==> config.mk <==
export PLATFORM = sky130hd
export DESIGN_NAME = greedy_word_wrap_paginator_unit
export DESIGN_NICKNAME = d
export VERILOG_FILES = /design/src/rtl/core/gwwp_pkg.sv /design/src/rtl/core/gwwp_fifo.sv /design/src/rtl/core/gwwp_front.sv /design/src/rtl/core/gwwp_back.sv /design/src/rtl/core/greedy_word_wrap_paginator_unit.sv
export SDC_FILE = /design/constraint.sdc
export NUM_CORES = 1
export LEC_CHECK = 0
export BUFFER_PORTS_ARGS = -buffer_cell sky130_fd_sc_hd__buf_2
export CORE_MARGIN = 3
export CORE_UTILIZATION = 67
export DETAILED_ROUTE_END_ITERATION = 16
export GPL_TIMING_DRIVEN = 0
export PLACE_DENSITY = 0.85
export RECOVER_POWER = 100
export SLEW_MARGIN = 20
export SYNTH_ARGS = -nofsm -noshare
export SYNTH_HDL_FRONTEND = slang
export SYNTH_SLANG_ARGS = --single-unit
==> constraint.sdc <==
create_clock -name clk -period 11.95 [get_ports clk]
set_input_delay 0 -clock clk [delete_from_list [all_inputs] [get_ports clk]]
set_output_delay 0 -clock clk [all_outputs]
set_load 0.02 [all_outputs]
==> src/rtl/core/gwwp_pkg.sv <==
`default_nettype none
// ----------------------------------------------------------------------------
// gwwp_pkg
// Shared types, codes and defaults of the greedy word-wrap paginator.
// ----------------------------------------------------------------------------
package gwwp_pkg;

	localparam int LINE_BUFFER_DEF = 64;
	localparam int OFFSET_BITS_DEF = 32;
	localparam int QUEUE_DEPTH_DEF = 4;

	localparam int CFG_INDEX_BITS = 1;
	localparam logic [CFG_INDEX_BITS-1:0] CFG_MAX_LINE_CHARS = 1'd0;
	localparam logic [CFG_INDEX_BITS-1:0] CFG_LINES_PER_PAGE = 1'd1;

	localparam logic [7:0] MAX_LINE_CHARS_RST = 8'd40;
	localparam logic [7:0] LINES_PER_PAGE_RST = 8'd20;

	localparam logic [7:0] CHAR_TAB     = 8'd9;
	localparam logic [7:0] CHAR_NEWLINE = 8'd10;
	localparam logic [7:0] CHAR_SPACE   = 8'd32;

	localparam logic [15:0] PAGE_LIMIT = 16'hFFFF;

	localparam logic [1:0] CLS_WORD    = 2'd0;
	localparam logic [1:0] CLS_BLANK   = 2'd1;
	localparam logic [1:0] CLS_NEWLINE = 2'd2;

	typedef struct packed {
		logic [1:0] cls;
		logic       final_byte;
	} item_t;

	typedef struct packed {
		logic [31:0] page_offset;
		logic [15:0] page_number;
		logic        is_summary;
		logic        page_overflow;
		logic        last_result;
	} res_t;

endpackage
`default_nettype wire

==> src/rtl/core/gwwp_fifo.sv <==
`default_nettype none
// ----------------------------------------------------------------------------
// gwwp_fifo
// Small register queue with push/full and pop/empty handshakes.
// ----------------------------------------------------------------------------
module gwwp_fifo #(
	parameter int WIDTH = 8,
	parameter int DEPTH = 4
) (
	input  wire logic             clk,
	input  wire logic             arst_n,
	input  wire logic             push,
	input  wire logic [WIDTH-1:0] din,
	output logic                  full,
	input  wire logic             pop,
	output logic [WIDTH-1:0]      dout,
	output logic                  empty
);

	localparam int AW = $clog2(DEPTH);
	localparam int CW = $clog2(DEPTH + 1);

	logic [WIDTH-1:0] mem_q [DEPTH];
	logic [AW-1:0]    wr_q;
	logic [AW-1:0]    rd_q;
	logic [CW-1:0]    cnt_q;
	logic             do_push;
	logic             do_pop;

	assign full    = (cnt_q == CW'(DEPTH));
	assign empty   = (cnt_q == '0);
	assign do_push = push && !full;
	assign do_pop  = pop && !empty;
	assign dout    = mem_q[rd_q];

	always_ff @(posedge clk or negedge arst_n) begin
		if (!arst_n) begin
			wr_q  <= '0;
			rd_q  <= '0;
			cnt_q <= '0;
		end else begin
			if (do_push) begin
				wr_q <= (wr_q == AW'(DEPTH - 1)) ? '0 : wr_q + 1'b1;
			end
			if (do_pop) begin
				rd_q <= (rd_q == AW'(DEPTH - 1)) ? '0 : rd_q + 1'b1;
			end
			if (do_push && !do_pop) begin
				cnt_q <= cnt_q + 1'b1;
			end else if (do_pop && !do_push) begin
				cnt_q <= cnt_q - 1'b1;
			end
		end
	end

	always_ff @(posedge clk) begin
		if (do_push) begin
			mem_q[wr_q] <= din;
		end
	end

endmodule
`default_nettype wire

==> src/rtl/core/gwwp_front.sv <==
`default_nettype none
// ----------------------------------------------------------------------------
// gwwp_front
// Input stage: registers each byte, classifies it and feeds the item queue.
// ----------------------------------------------------------------------------
module gwwp_front (
	input  wire logic          clk,
	input  wire logic          arst_n,
	input  wire logic          push,
	input  wire logic [7:0]    text_byte,
	input  wire logic          final_byte,
	output logic               full,
	output logic               q_push,
	output gwwp_pkg::item_t    q_item,
	input  wire logic          q_full
);

	logic            valid_s1;
	gwwp_pkg::item_t item_s1;
	gwwp_pkg::item_t item_in;
	logic            take;

	always_comb begin
		item_in.final_byte = final_byte;
		if (text_byte == gwwp_pkg::CHAR_NEWLINE) begin
			item_in.cls = gwwp_pkg::CLS_NEWLINE;
		end else if (text_byte == gwwp_pkg::CHAR_SPACE || text_byte == gwwp_pkg::CHAR_TAB) begin
			item_in.cls = gwwp_pkg::CLS_BLANK;
		end else begin
			item_in.cls = gwwp_pkg::CLS_WORD;
		end
	end

	assign full   = valid_s1 && q_full;
	assign take   = push && !full;
	assign q_push = valid_s1 && !q_full;
	assign q_item = item_s1;

	always_ff @(posedge clk or negedge arst_n) begin
		if (!arst_n) begin
			valid_s1 <= 1'b0;
		end else if (take) begin
			valid_s1 <= 1'b1;
		end else if (q_push) begin
			valid_s1 <= 1'b0;
		end
	end

	always_ff @(posedge clk) begin
		if (take) begin
			item_s1 <= item_in;
		end
	end

endmodule
`default_nettype wire

==> src/rtl/core/gwwp_back.sv <==
`default_nettype none
// ----------------------------------------------------------------------------
// gwwp_back
// Line and page tracker: applies greedy word wrap to classified items,
// holds the configuration registers and produces page and summary results.
// ----------------------------------------------------------------------------
module gwwp_back #(
	parameter int LINE_BUFFER = gwwp_pkg::LINE_BUFFER_DEF,
	parameter int OFFSET_BITS = gwwp_pkg::OFFSET_BITS_DEF
) (
	input  wire logic                                clk,
	input  wire logic                                arst_n,
	input  wire logic                                cfg_valid,
	output logic                                     cfg_ready,
	input  wire logic [gwwp_pkg::CFG_INDEX_BITS-1:0] cfg_index,
	input  wire logic [7:0]                          cfg_data,
	input  wire logic                                item_valid,
	input  wire gwwp_pkg::item_t                     item,
	output logic                                     item_pop,
	output logic                                     res_push,
	output gwwp_pkg::res_t                           res_data,
	input  wire logic                                res_full
);

	localparam int LW = $clog2(LINE_BUFFER);
	localparam int WW = LW + 1;
	localparam int SW = LW + 2;
	localparam int OB = OFFSET_BITS;

	logic [7:0]    max_q;
	logic [7:0]    lpp_q;
	logic [OB-1:0] pos_q;
	logic [OB-1:0] wstart_q;
	logic [LW-1:0] line_q;
	logic [WW-1:0] word_q;
	logic [7:0]    lop_q;
	logic [15:0]   ptot_q;
	logic          ovf_q;
	logic          sum_pend_q;
	logic [15:0]   sum_pages_q;
	logic          sum_ovf_q;

	logic [LW-1:0] limit;
	logic [7:0]    lpp_eff;
	logic [SW-1:0] place_sum;
	logic [LW-1:0] placed;
	logic [OB-1:0] pos_inc;
	logic [OB-1:0] ws;
	logic [WW-1:0] wl;
	logic [SW-1:0] fit_sum;
	logic          is_nl;
	logic [OB-1:0] brk;
	logic          done;
	logic [LW-1:0] line_n;
	logic [WW-1:0] word_n;
	logic [OB-1:0] wstart_n;
	logic [7:0]    lop1;
	logic          page_hit;
	logic          emit_page;
	logic          ovf_set;
	logic [15:0]   ptot_n;
	logic          ovf_n;
	logic          need_push;
	logic          go;
	gwwp_pkg::res_t page_res;
	gwwp_pkg::res_t sum_res;

	assign cfg_ready = 1'b1;

	always_comb begin
		if (max_q == 8'd0) begin
			limit = LW'(1);
		end else if (max_q > 8'(LINE_BUFFER - 1)) begin
			limit = LW'(LINE_BUFFER - 1);
		end else begin
			limit = max_q[LW-1:0];
		end
		lpp_eff = (lpp_q == 8'd0) ? 8'd1 : lpp_q;
	end

	assign place_sum = SW'(line_q) + SW'(line_q != '0) + SW'(word_q);
	assign placed    = (place_sum > SW'(LINE_BUFFER - 1)) ? LW'(LINE_BUFFER - 1)
	                                                      : place_sum[LW-1:0];
	assign pos_inc   = pos_q + 1'b1;
	assign ws        = (word_q == '0) ? pos_q : wstart_q;
	assign wl        = word_q + 1'b1;
	assign fit_sum   = SW'(line_q) + SW'(1) + SW'(wl);
	assign is_nl     = (item.cls == gwwp_pkg::CLS_NEWLINE);

	always_comb begin
		line_n   = line_q;
		word_n   = word_q;
		wstart_n = wstart_q;
		brk      = '0;
		done     = 1'b0;
		case (item.cls)
			gwwp_pkg::CLS_NEWLINE: begin
				line_n = '0;
				word_n = '0;
				brk    = pos_inc;
				done   = 1'b1;
			end
			gwwp_pkg::CLS_BLANK: begin
				if (word_q != '0) begin
					line_n = placed;
					word_n = '0;
				end
			end
			gwwp_pkg::CLS_WORD: begin
				wstart_n = ws;
				word_n   = wl;
				if (line_q != '0 && fit_sum > SW'(limit)) begin
					brk    = ws;
					line_n = '0;
					done   = 1'b1;
				end else if (line_q == '0 && wl > WW'(limit)) begin
					brk      = ws + OB'(limit);
					wstart_n = ws + OB'(limit);
					word_n   = wl - WW'(limit);
					done     = 1'b1;
				end
			end
			default: begin
				line_n = line_q;
			end
		endcase
	end

	assign lop1      = lop_q + 8'd1;
	assign page_hit  = done && (lop1 >= lpp_eff) && !(item.final_byte && is_nl);
	assign emit_page = page_hit && (ptot_q != gwwp_pkg::PAGE_LIMIT);
	assign ovf_set   = page_hit && (ptot_q == gwwp_pkg::PAGE_LIMIT);
	assign ptot_n    = ptot_q + 16'(emit_page);
	assign ovf_n     = ovf_q || ovf_set;
	assign need_push = emit_page || item.final_byte;
	assign go        = !sum_pend_q && item_valid && (!need_push || !res_full);
	assign item_pop  = go;

	always_comb begin
		page_res.page_offset   = 32'(brk);
		page_res.page_number   = ptot_q;
		page_res.is_summary    = 1'b0;
		page_res.page_overflow = 1'b0;
		page_res.last_result   = !item.final_byte;
		sum_res.page_offset    = '0;
		sum_res.page_number    = sum_pend_q ? sum_pages_q : ptot_n;
		sum_res.is_summary     = 1'b1;
		sum_res.page_overflow  = sum_pend_q ? sum_ovf_q : ovf_n;
		sum_res.last_result    = 1'b1;
	end

	assign res_push = sum_pend_q ? !res_full : (go && need_push);
	assign res_data = (!sum_pend_q && emit_page) ? page_res : sum_res;

	always_ff @(posedge clk or negedge arst_n) begin
		if (!arst_n) begin
			max_q <= gwwp_pkg::MAX_LINE_CHARS_RST;
			lpp_q <= gwwp_pkg::LINES_PER_PAGE_RST;
		end else if (cfg_valid) begin
			case (cfg_index)
				gwwp_pkg::CFG_MAX_LINE_CHARS: max_q <= cfg_data;
				gwwp_pkg::CFG_LINES_PER_PAGE: lpp_q <= cfg_data;
				default: max_q <= max_q;
			endcase
		end
	end

	always_ff @(posedge clk or negedge arst_n) begin
		if (!arst_n) begin
			pos_q      <= '0;
			wstart_q   <= '0;
			line_q     <= '0;
			word_q     <= '0;
			lop_q      <= '0;
			ptot_q     <= 16'd1;
			ovf_q      <= 1'b0;
			sum_pend_q <= 1'b0;
		end else if (sum_pend_q) begin
			if (!res_full) begin
				sum_pend_q <= 1'b0;
			end
		end else if (go) begin
			if (item.final_byte) begin
				pos_q      <= '0;
				wstart_q   <= '0;
				line_q     <= '0;
				word_q     <= '0;
				lop_q      <= '0;
				ptot_q     <= 16'd1;
				ovf_q      <= 1'b0;
				sum_pend_q <= emit_page;
			end else begin
				pos_q    <= pos_inc;
				wstart_q <= wstart_n;
				line_q   <= line_n;
				word_q   <= word_n;
				lop_q    <= (done && lop1 >= lpp_eff) ? 8'd0 : (done ? lop1 : lop_q);
				ptot_q   <= ptot_n;
				ovf_q    <= ovf_n;
			end
		end
	end

	always_ff @(posedge clk) begin
		if (go && item.final_byte) begin
			sum_pages_q <= ptot_n;
			sum_ovf_q   <= ovf_n;
		end
	end

`ifndef SYNTHESIS
	a_pend_blocks_pop: assert property (@(posedge clk) disable iff (!arst_n)
		sum_pend_q |-> !item_pop) else $error("item taken while a summary is pending");
	a_push_room: assert property (@(posedge clk) disable iff (!arst_n)
		res_push |-> !res_full) else $error("result pushed into a full queue");
	a_final_clears: assert property (@(posedge clk) disable iff (!arst_n)
		(item_pop && item.final_byte) |=> (pos_q == '0 && ptot_q == 16'd1 && lop_q == 8'd0))
		else $error("document state not cleared after the final byte");
	a_pend_after_clear: assert property (@(posedge clk) disable iff (!arst_n)
		sum_pend_q |-> (ptot_q == 16'd1 && word_q == '0))
		else $error("summary pending while a document is in progress");
`endif

endmodule
`default_nettype wire

==> src/rtl/core/greedy_word_wrap_paginator_unit.sv <==
`default_nettype none
// ----------------------------------------------------------------------------
// greedy_word_wrap_paginator_unit
// Breaks a byte stream into lines by greedy word wrap and reports the byte
// offset of every page start, plus a page count at the end of each document.
//
//   Channel  Handshake          Payload
//   input    push / full        text_byte, final_byte
//   result   pop / empty        page_offset, page_number, is_summary,
//                               page_overflow, last_result
//   config   cfg_valid/ready    cfg_index, cfg_data
//
// One byte per cycle is sustained while the result queue has room; a final
// byte that also starts a page holds the line tracker until its summary is pushed.
// A byte passes the input register and item queue; its results, the result queue.
// Reset sets max_line_chars to 40, lines_per_page to 20 and a fresh document.
// A small item queue lets input and result stalls proceed independently.
// ----------------------------------------------------------------------------
module greedy_word_wrap_paginator_unit #(
	parameter int LINE_BUFFER = gwwp_pkg::LINE_BUFFER_DEF,
	parameter int OFFSET_BITS = gwwp_pkg::OFFSET_BITS_DEF,
	parameter int QUEUE_DEPTH = gwwp_pkg::QUEUE_DEPTH_DEF
) (
	input  wire logic                                clk,
	input  wire logic                                arst_n,
	input  wire logic                                push,
	output logic                                     full,
	input  wire logic [7:0]                          text_byte,
	input  wire logic                                final_byte,
	output logic                                     empty,
	input  wire logic                                pop,
	output logic [31:0]                              page_offset,
	output logic [15:0]                              page_number,
	output logic                                     is_summary,
	output logic                                     page_overflow,
	output logic                                     last_result,
	input  wire logic                                cfg_valid,
	output logic                                     cfg_ready,
	input  wire logic [gwwp_pkg::CFG_INDEX_BITS-1:0] cfg_index,
	input  wire logic [7:0]                          cfg_data
);

	localparam int IW = $bits(gwwp_pkg::item_t);
	localparam int RW = $bits(gwwp_pkg::res_t);

	logic            fq_push;
	gwwp_pkg::item_t fq_item;
	logic            fq_full;
	logic            iq_empty;
	logic [IW-1:0]   iq_dout;
	logic            item_pop;
	logic            res_push;
	gwwp_pkg::res_t  res_data;
	logic            res_full;
	logic [RW-1:0]   rq_dout;
	gwwp_pkg::res_t  head;

	gwwp_front u_front (
		.clk        (clk),
		.arst_n     (arst_n),
		.push       (push),
		.text_byte  (text_byte),
		.final_byte (final_byte),
		.full       (full),
		.q_push     (fq_push),
		.q_item     (fq_item),
		.q_full     (fq_full)
	);

	gwwp_fifo #(
		.WIDTH (IW),
		.DEPTH (QUEUE_DEPTH)
	) u_item_q (
		.clk    (clk),
		.arst_n (arst_n),
		.push   (fq_push),
		.din    (fq_item),
		.full   (fq_full),
		.pop    (item_pop),
		.dout   (iq_dout),
		.empty  (iq_empty)
	);

	gwwp_back #(
		.LINE_BUFFER (LINE_BUFFER),
		.OFFSET_BITS (OFFSET_BITS)
	) u_back (
		.clk        (clk),
		.arst_n     (arst_n),
		.cfg_valid  (cfg_valid),
		.cfg_ready  (cfg_ready),
		.cfg_index  (cfg_index),
		.cfg_data   (cfg_data),
		.item_valid (!iq_empty),
		.item       (gwwp_pkg::item_t'(iq_dout)),
		.item_pop   (item_pop),
		.res_push   (res_push),
		.res_data   (res_data),
		.res_full   (res_full)
	);

	gwwp_fifo #(
		.WIDTH (RW),
		.DEPTH (QUEUE_DEPTH)
	) u_res_q (
		.clk    (clk),
		.arst_n (arst_n),
		.push   (res_push),
		.din    (res_data),
		.full   (res_full),
		.pop    (pop),
		.dout   (rq_dout),
		.empty  (empty)
	);

	assign head          = gwwp_pkg::res_t'(rq_dout);
	assign page_offset   = head.page_offset;
	assign page_number   = head.page_number;
	assign is_summary    = head.is_summary;
	assign page_overflow = head.page_overflow;
	assign last_result   = head.last_result;

endmodule
`default_nettype wire

==> reports/qor.csv <==
stage,metric,value,unit
status,status,finished with violations,
status,failing checks,"max-capacitance violations, max-slew violations",
global_routing,met3 track demand over resource,8.430,%
sta,slew at the pin closest to its max-slew limit,3.948,ns
worst_setup_path,Worst path slowest cell,a2111oi_0,
worst_setup_path,reg2reg start,u_back.word_q[0]$_DFFE_PN0P_,
logic_synthesis,post-synth cell types,93,
drt,drt first pass iters,8,
drt,DRT Wirelength,57.08,mm
logic_synthesis,Mapped Cells,1713,
finish,storage element area,10450,sq um
worst_setup_path,max incr delay on CP,1.49,ns
floorplanning,Starting Density,68.43,%
logic_synthesis,Post-synth ARST share,36.22,%
worst_setup_path,crit path max fanout,10,
logic_synthesis,Synth area leader,edfxtp_1,
logic_synthesis,Syn Area/Cell,11.56,sq um
worst_setup_path,crit path cell chain,inv_1 > ha_1 > nor4b_1 > nand2_1 > clkbuf_1 > clkbuf_1 > clkbuf_1 > clkbuf_1 > mux2i_1 > inv_1 > ha_1 > o21ai_0 > o21ai_0 > o211ai_1 > a2111oi_0 > nand4_1 > nor4_1 > xnor2_1 > a22oi_1 > nor2_1,
drt,drt first-iter violations,2791,
finish,area grow syn2layout,10.25,%
global_routing,GRT busiest layer,met2,
finish,Final Net Count,1944,
clock_network,clk root buf,clkbuf_16,
finish,fin util,75.44,%
floorplanning,Rows,62,
clock_network,setup repair bufs after CTS,0,
finish,Fill cells,1725,
drt,Via density,6.865,
clock_network,htree depth,2,
logic_synthesis,"Top FF cell, synth",edfxtp_1,
global_routing,largest net degree at the start of global routing,72,
power_and_ir_drop,Cell Pwr Density,226.0,nW/um^2
global_routing,met2 Use GR,59.04,%
drt,Routed wire per std cell,25.21,um
logic_synthesis,share of the synthesized area in the top cell type,35.79,%
global_routing,grt met1 use,48.21,%
worst_setup_path,CP top delay family,buffers and inverters,
power_and_ir_drop,Design Power,0.004934,W
logic_synthesis,syn_nets,1805,
drt,residual DRC count,0,
sta,hold slack,0.09184,ns
global_routing,vias in the first global route,15280,
floorplanning,die width,177.9,um
worst_setup_path,startpoint types,flip-flop,
placement,IO buf count,75,
floorplanning,IO Count,77,
clock_network,CTS tree,built,
global_routing,Total GRT Usage,36.44,%
floorplanning,Die ar.,31650,sq um
logic_synthesis,Area contributors post-synth,"edfxtp_1, dfrtp_1, mux4_2",
worst_setup_path,worst setup path class,reg -> reg,
logic_synthesis,Mapped Area,19800,sq um
finish,layout cells sized above 1,11.17,%
finish,multi-input logic area,8602,sq um
sta,Final setup violation count,0,
clock_network,clk slew on worst S/H paths,0.06,ns
finish,n_diodes,0,
placement,Post-DP HPWL,37.11,mm
flow_run,number of max-cap violations,13,
worst_setup_path,CP Data Required Time,12.19,ns
clock_network,Worst-Skew Late Latency,0.54,ns
global_routing,grt ovf,0,
global_routing,first-pass GRT wire length,87.97,mm
finish,highest-count cells in the layout ignoring fill and taps,"edfxtp_1, nand2_1, clkbuf_1",
logic_synthesis,Seq cells post-synth,370,
power_and_ir_drop,Leakage,8.234,nW
floorplanning,Die Y-Extent,177.9,um
drt,antenna-violating nets left,0,
sta,Clock Skews,0.02420,ns
placement,global placement routability congestion,0.9890,
global_routing,initial antenna violation count,1,
clock_network,total CTS buffers,38,
worst_setup_path,Worst Path Arrival,8.96,ns
worst_setup_path,crit path capture type,flip-flop,
sta,max-slew violation count,384,
clock_network,total clock sinks,370,
logic_synthesis,Post-synth EDFFs,236,
worst_hold_path,hold crit path type,in -> reg,
clock_network,hold-fix buffers at CTS,17,
sta,RSZ-0062 raised after global routing,no,
logic_synthesis,Syn. warnings,0,
clock_network,Post-CTS Resized,0,
floorplanning,core region area,28940,sq um
finish,"commonest non-fill, non-tap cell in the layout",edfxtp_1,
clock_network,Clock Path Buffers,3,
sta,Tmin final,8.716,ns
sta,Rel. slew slack,-163.2,%
sta,Tcrit/Tclk final,72.94,%
sta,TNS Setup,0,ns
logic_synthesis,register area share after synthesis,52.76,%
worst_hold_path,critical hold path startpoint,cfg_index,
worst_setup_path,crit-path most repeated cell,clkbuf_1,
power_and_ir_drop,Max VDD drop,146.9,uV
worst_setup_path,CP Buf/Inv Count,6,
worst_setup_path,Crit. Startpoint,u_back.word_q[0]$_DFFE_PN0P_,
sta,fmax,114.7,MHz
sta,Fin. Hold Viols,0,
drt,vias,15540,
==> worst reg2reg max path, stage by stage (launching register included) <==
cell       delay (ns)
dfrtp_1          0.49
inv_1            0.16
ha_1             0.24
nor4b_1          0.21
nand2_1          0.25
clkbuf_1         0.64
clkbuf_1         0.60
clkbuf_1         0.65
clkbuf_1         0.65
mux2i_1          0.35
inv_1            0.09
ha_1             0.33
o21ai_0          0.15
o21ai_0          0.18
o211ai_1         0.25
a2111oi_0        1.49
nand4_1          0.40
nor4_1           0.58
xnor2_1          0.18
a22oi_1          0.37
nor2_1           0.18
==> power breakdown <==
group / internal, W / leakage, nW / switching [W]
sequential: 0.00175 / 3.97 / 0.000147
combinational: 0.000582 / 3.69 / 0.00132
clock: 0.000622 / 0.578 / 0.000518
total: 0.00295 / 8.23 / 0.00198
==> flip-flops by register name, indices dropped and copies added, names as in the netlist, 2 cells and up <==
register and cells:
u_back.line_q 6, u_back.lop_q 8, u_back.lpp_q 8, u_back.max_q 8
u_back.pos_q 32, u_back.ptot_q 16, u_back.sum_pages_q 16, u_back.word_q 7
u_back.wstart_q 32, u_front.q_item 3, u_item_q.cnt_q 3, u_item_q.mem_q 12
u_item_q.rd_q 2, u_item_q.wr_q 2, u_res_q.cnt_q 3, u_res_q.mem_q 204
u_res_q.rd_q 2, u_res_q.wr_q 2
==> cell usage after synthesis (all sizes together), types with 10 or more instances <==
library cell	n
a22oi	28
ha	63
a21oi	69
nand3	54
buf	34
clkbuf	65
nor4	11
o21ai	144
nor3	34
nand4	18
mux2i	27
inv	60
xnor2	78
edfxtp	236
dfrtp	129
mux4	53
a31oi	18
o31ai	25
nand2	160
a22o	10
and2	25
and3	23
mux2	34
a21o	10
nor2	128
xor2	43
or2	10
==> per-layer routing <==
metal,up-vias,wire length [um]
met2,1260,26670
met5,-,11
met4,2,2687
met1,7413,20840
li1,6620,-
met3,248,6878
==> logic make-up after synthesis <==
family                     Yosys count  share of synthesized area [%]
AOI/OAI and AO/OA                  374                          12.39
xor gates and xnor gates           121                          5.485
adders and majority gates           71                          4.689
buffers and inverters              159                          3.248
DFF                                370                          52.76
muxes                              114                          9.328
other                                1                        0.01894
and+or+nand+nor                    503                          12.08
==> area by class of cell <==
cell class,count,share of cell area [%]
plain buffers,99,1.840
clock buffers,43,4.540
clock inverters,25,0.7910
inverters,60,1.032
multi-input cells,1184,39.41
flip-flops and latches,370,47.86
well taps,384,2.201
repair buffers,99,2.333
==> per-stage QoR <==
step,area (sq um),cells,worst slack [ns]
global placement,20650,2172,5.060
detailed placement,20800,2179,5.029
floorplan,19800,1713,6.263
CTS,22130,2264,4.743
global route,21830,2264,2.834
finish,21830,2264,3.234
==> path summary, 6_finish.rpt <==
kind                                                   end  slack (ns)  cells after the start
max                         u_res_q.mem_q[0][50]$_DFFE_PP_        3.23                     20
max reg2reg                 u_res_q.mem_q[0][50]$_DFFE_PP_        3.23                     20
min in group asynchronous      u_res_q.rd_q[0]$_DFFE_PN0P_        1.37                      2
min                            u_back.lpp_q[3]$_DFFE_PN0P_        0.09                      3
max in group asynchronous      u_back.max_q[1]$_DFFE_PN0P_        5.40                      3
min reg2reg                u_back.wstart_q[27]$_DFFE_PN0P_        0.48                      2
(Power assumes the default switching activity.)
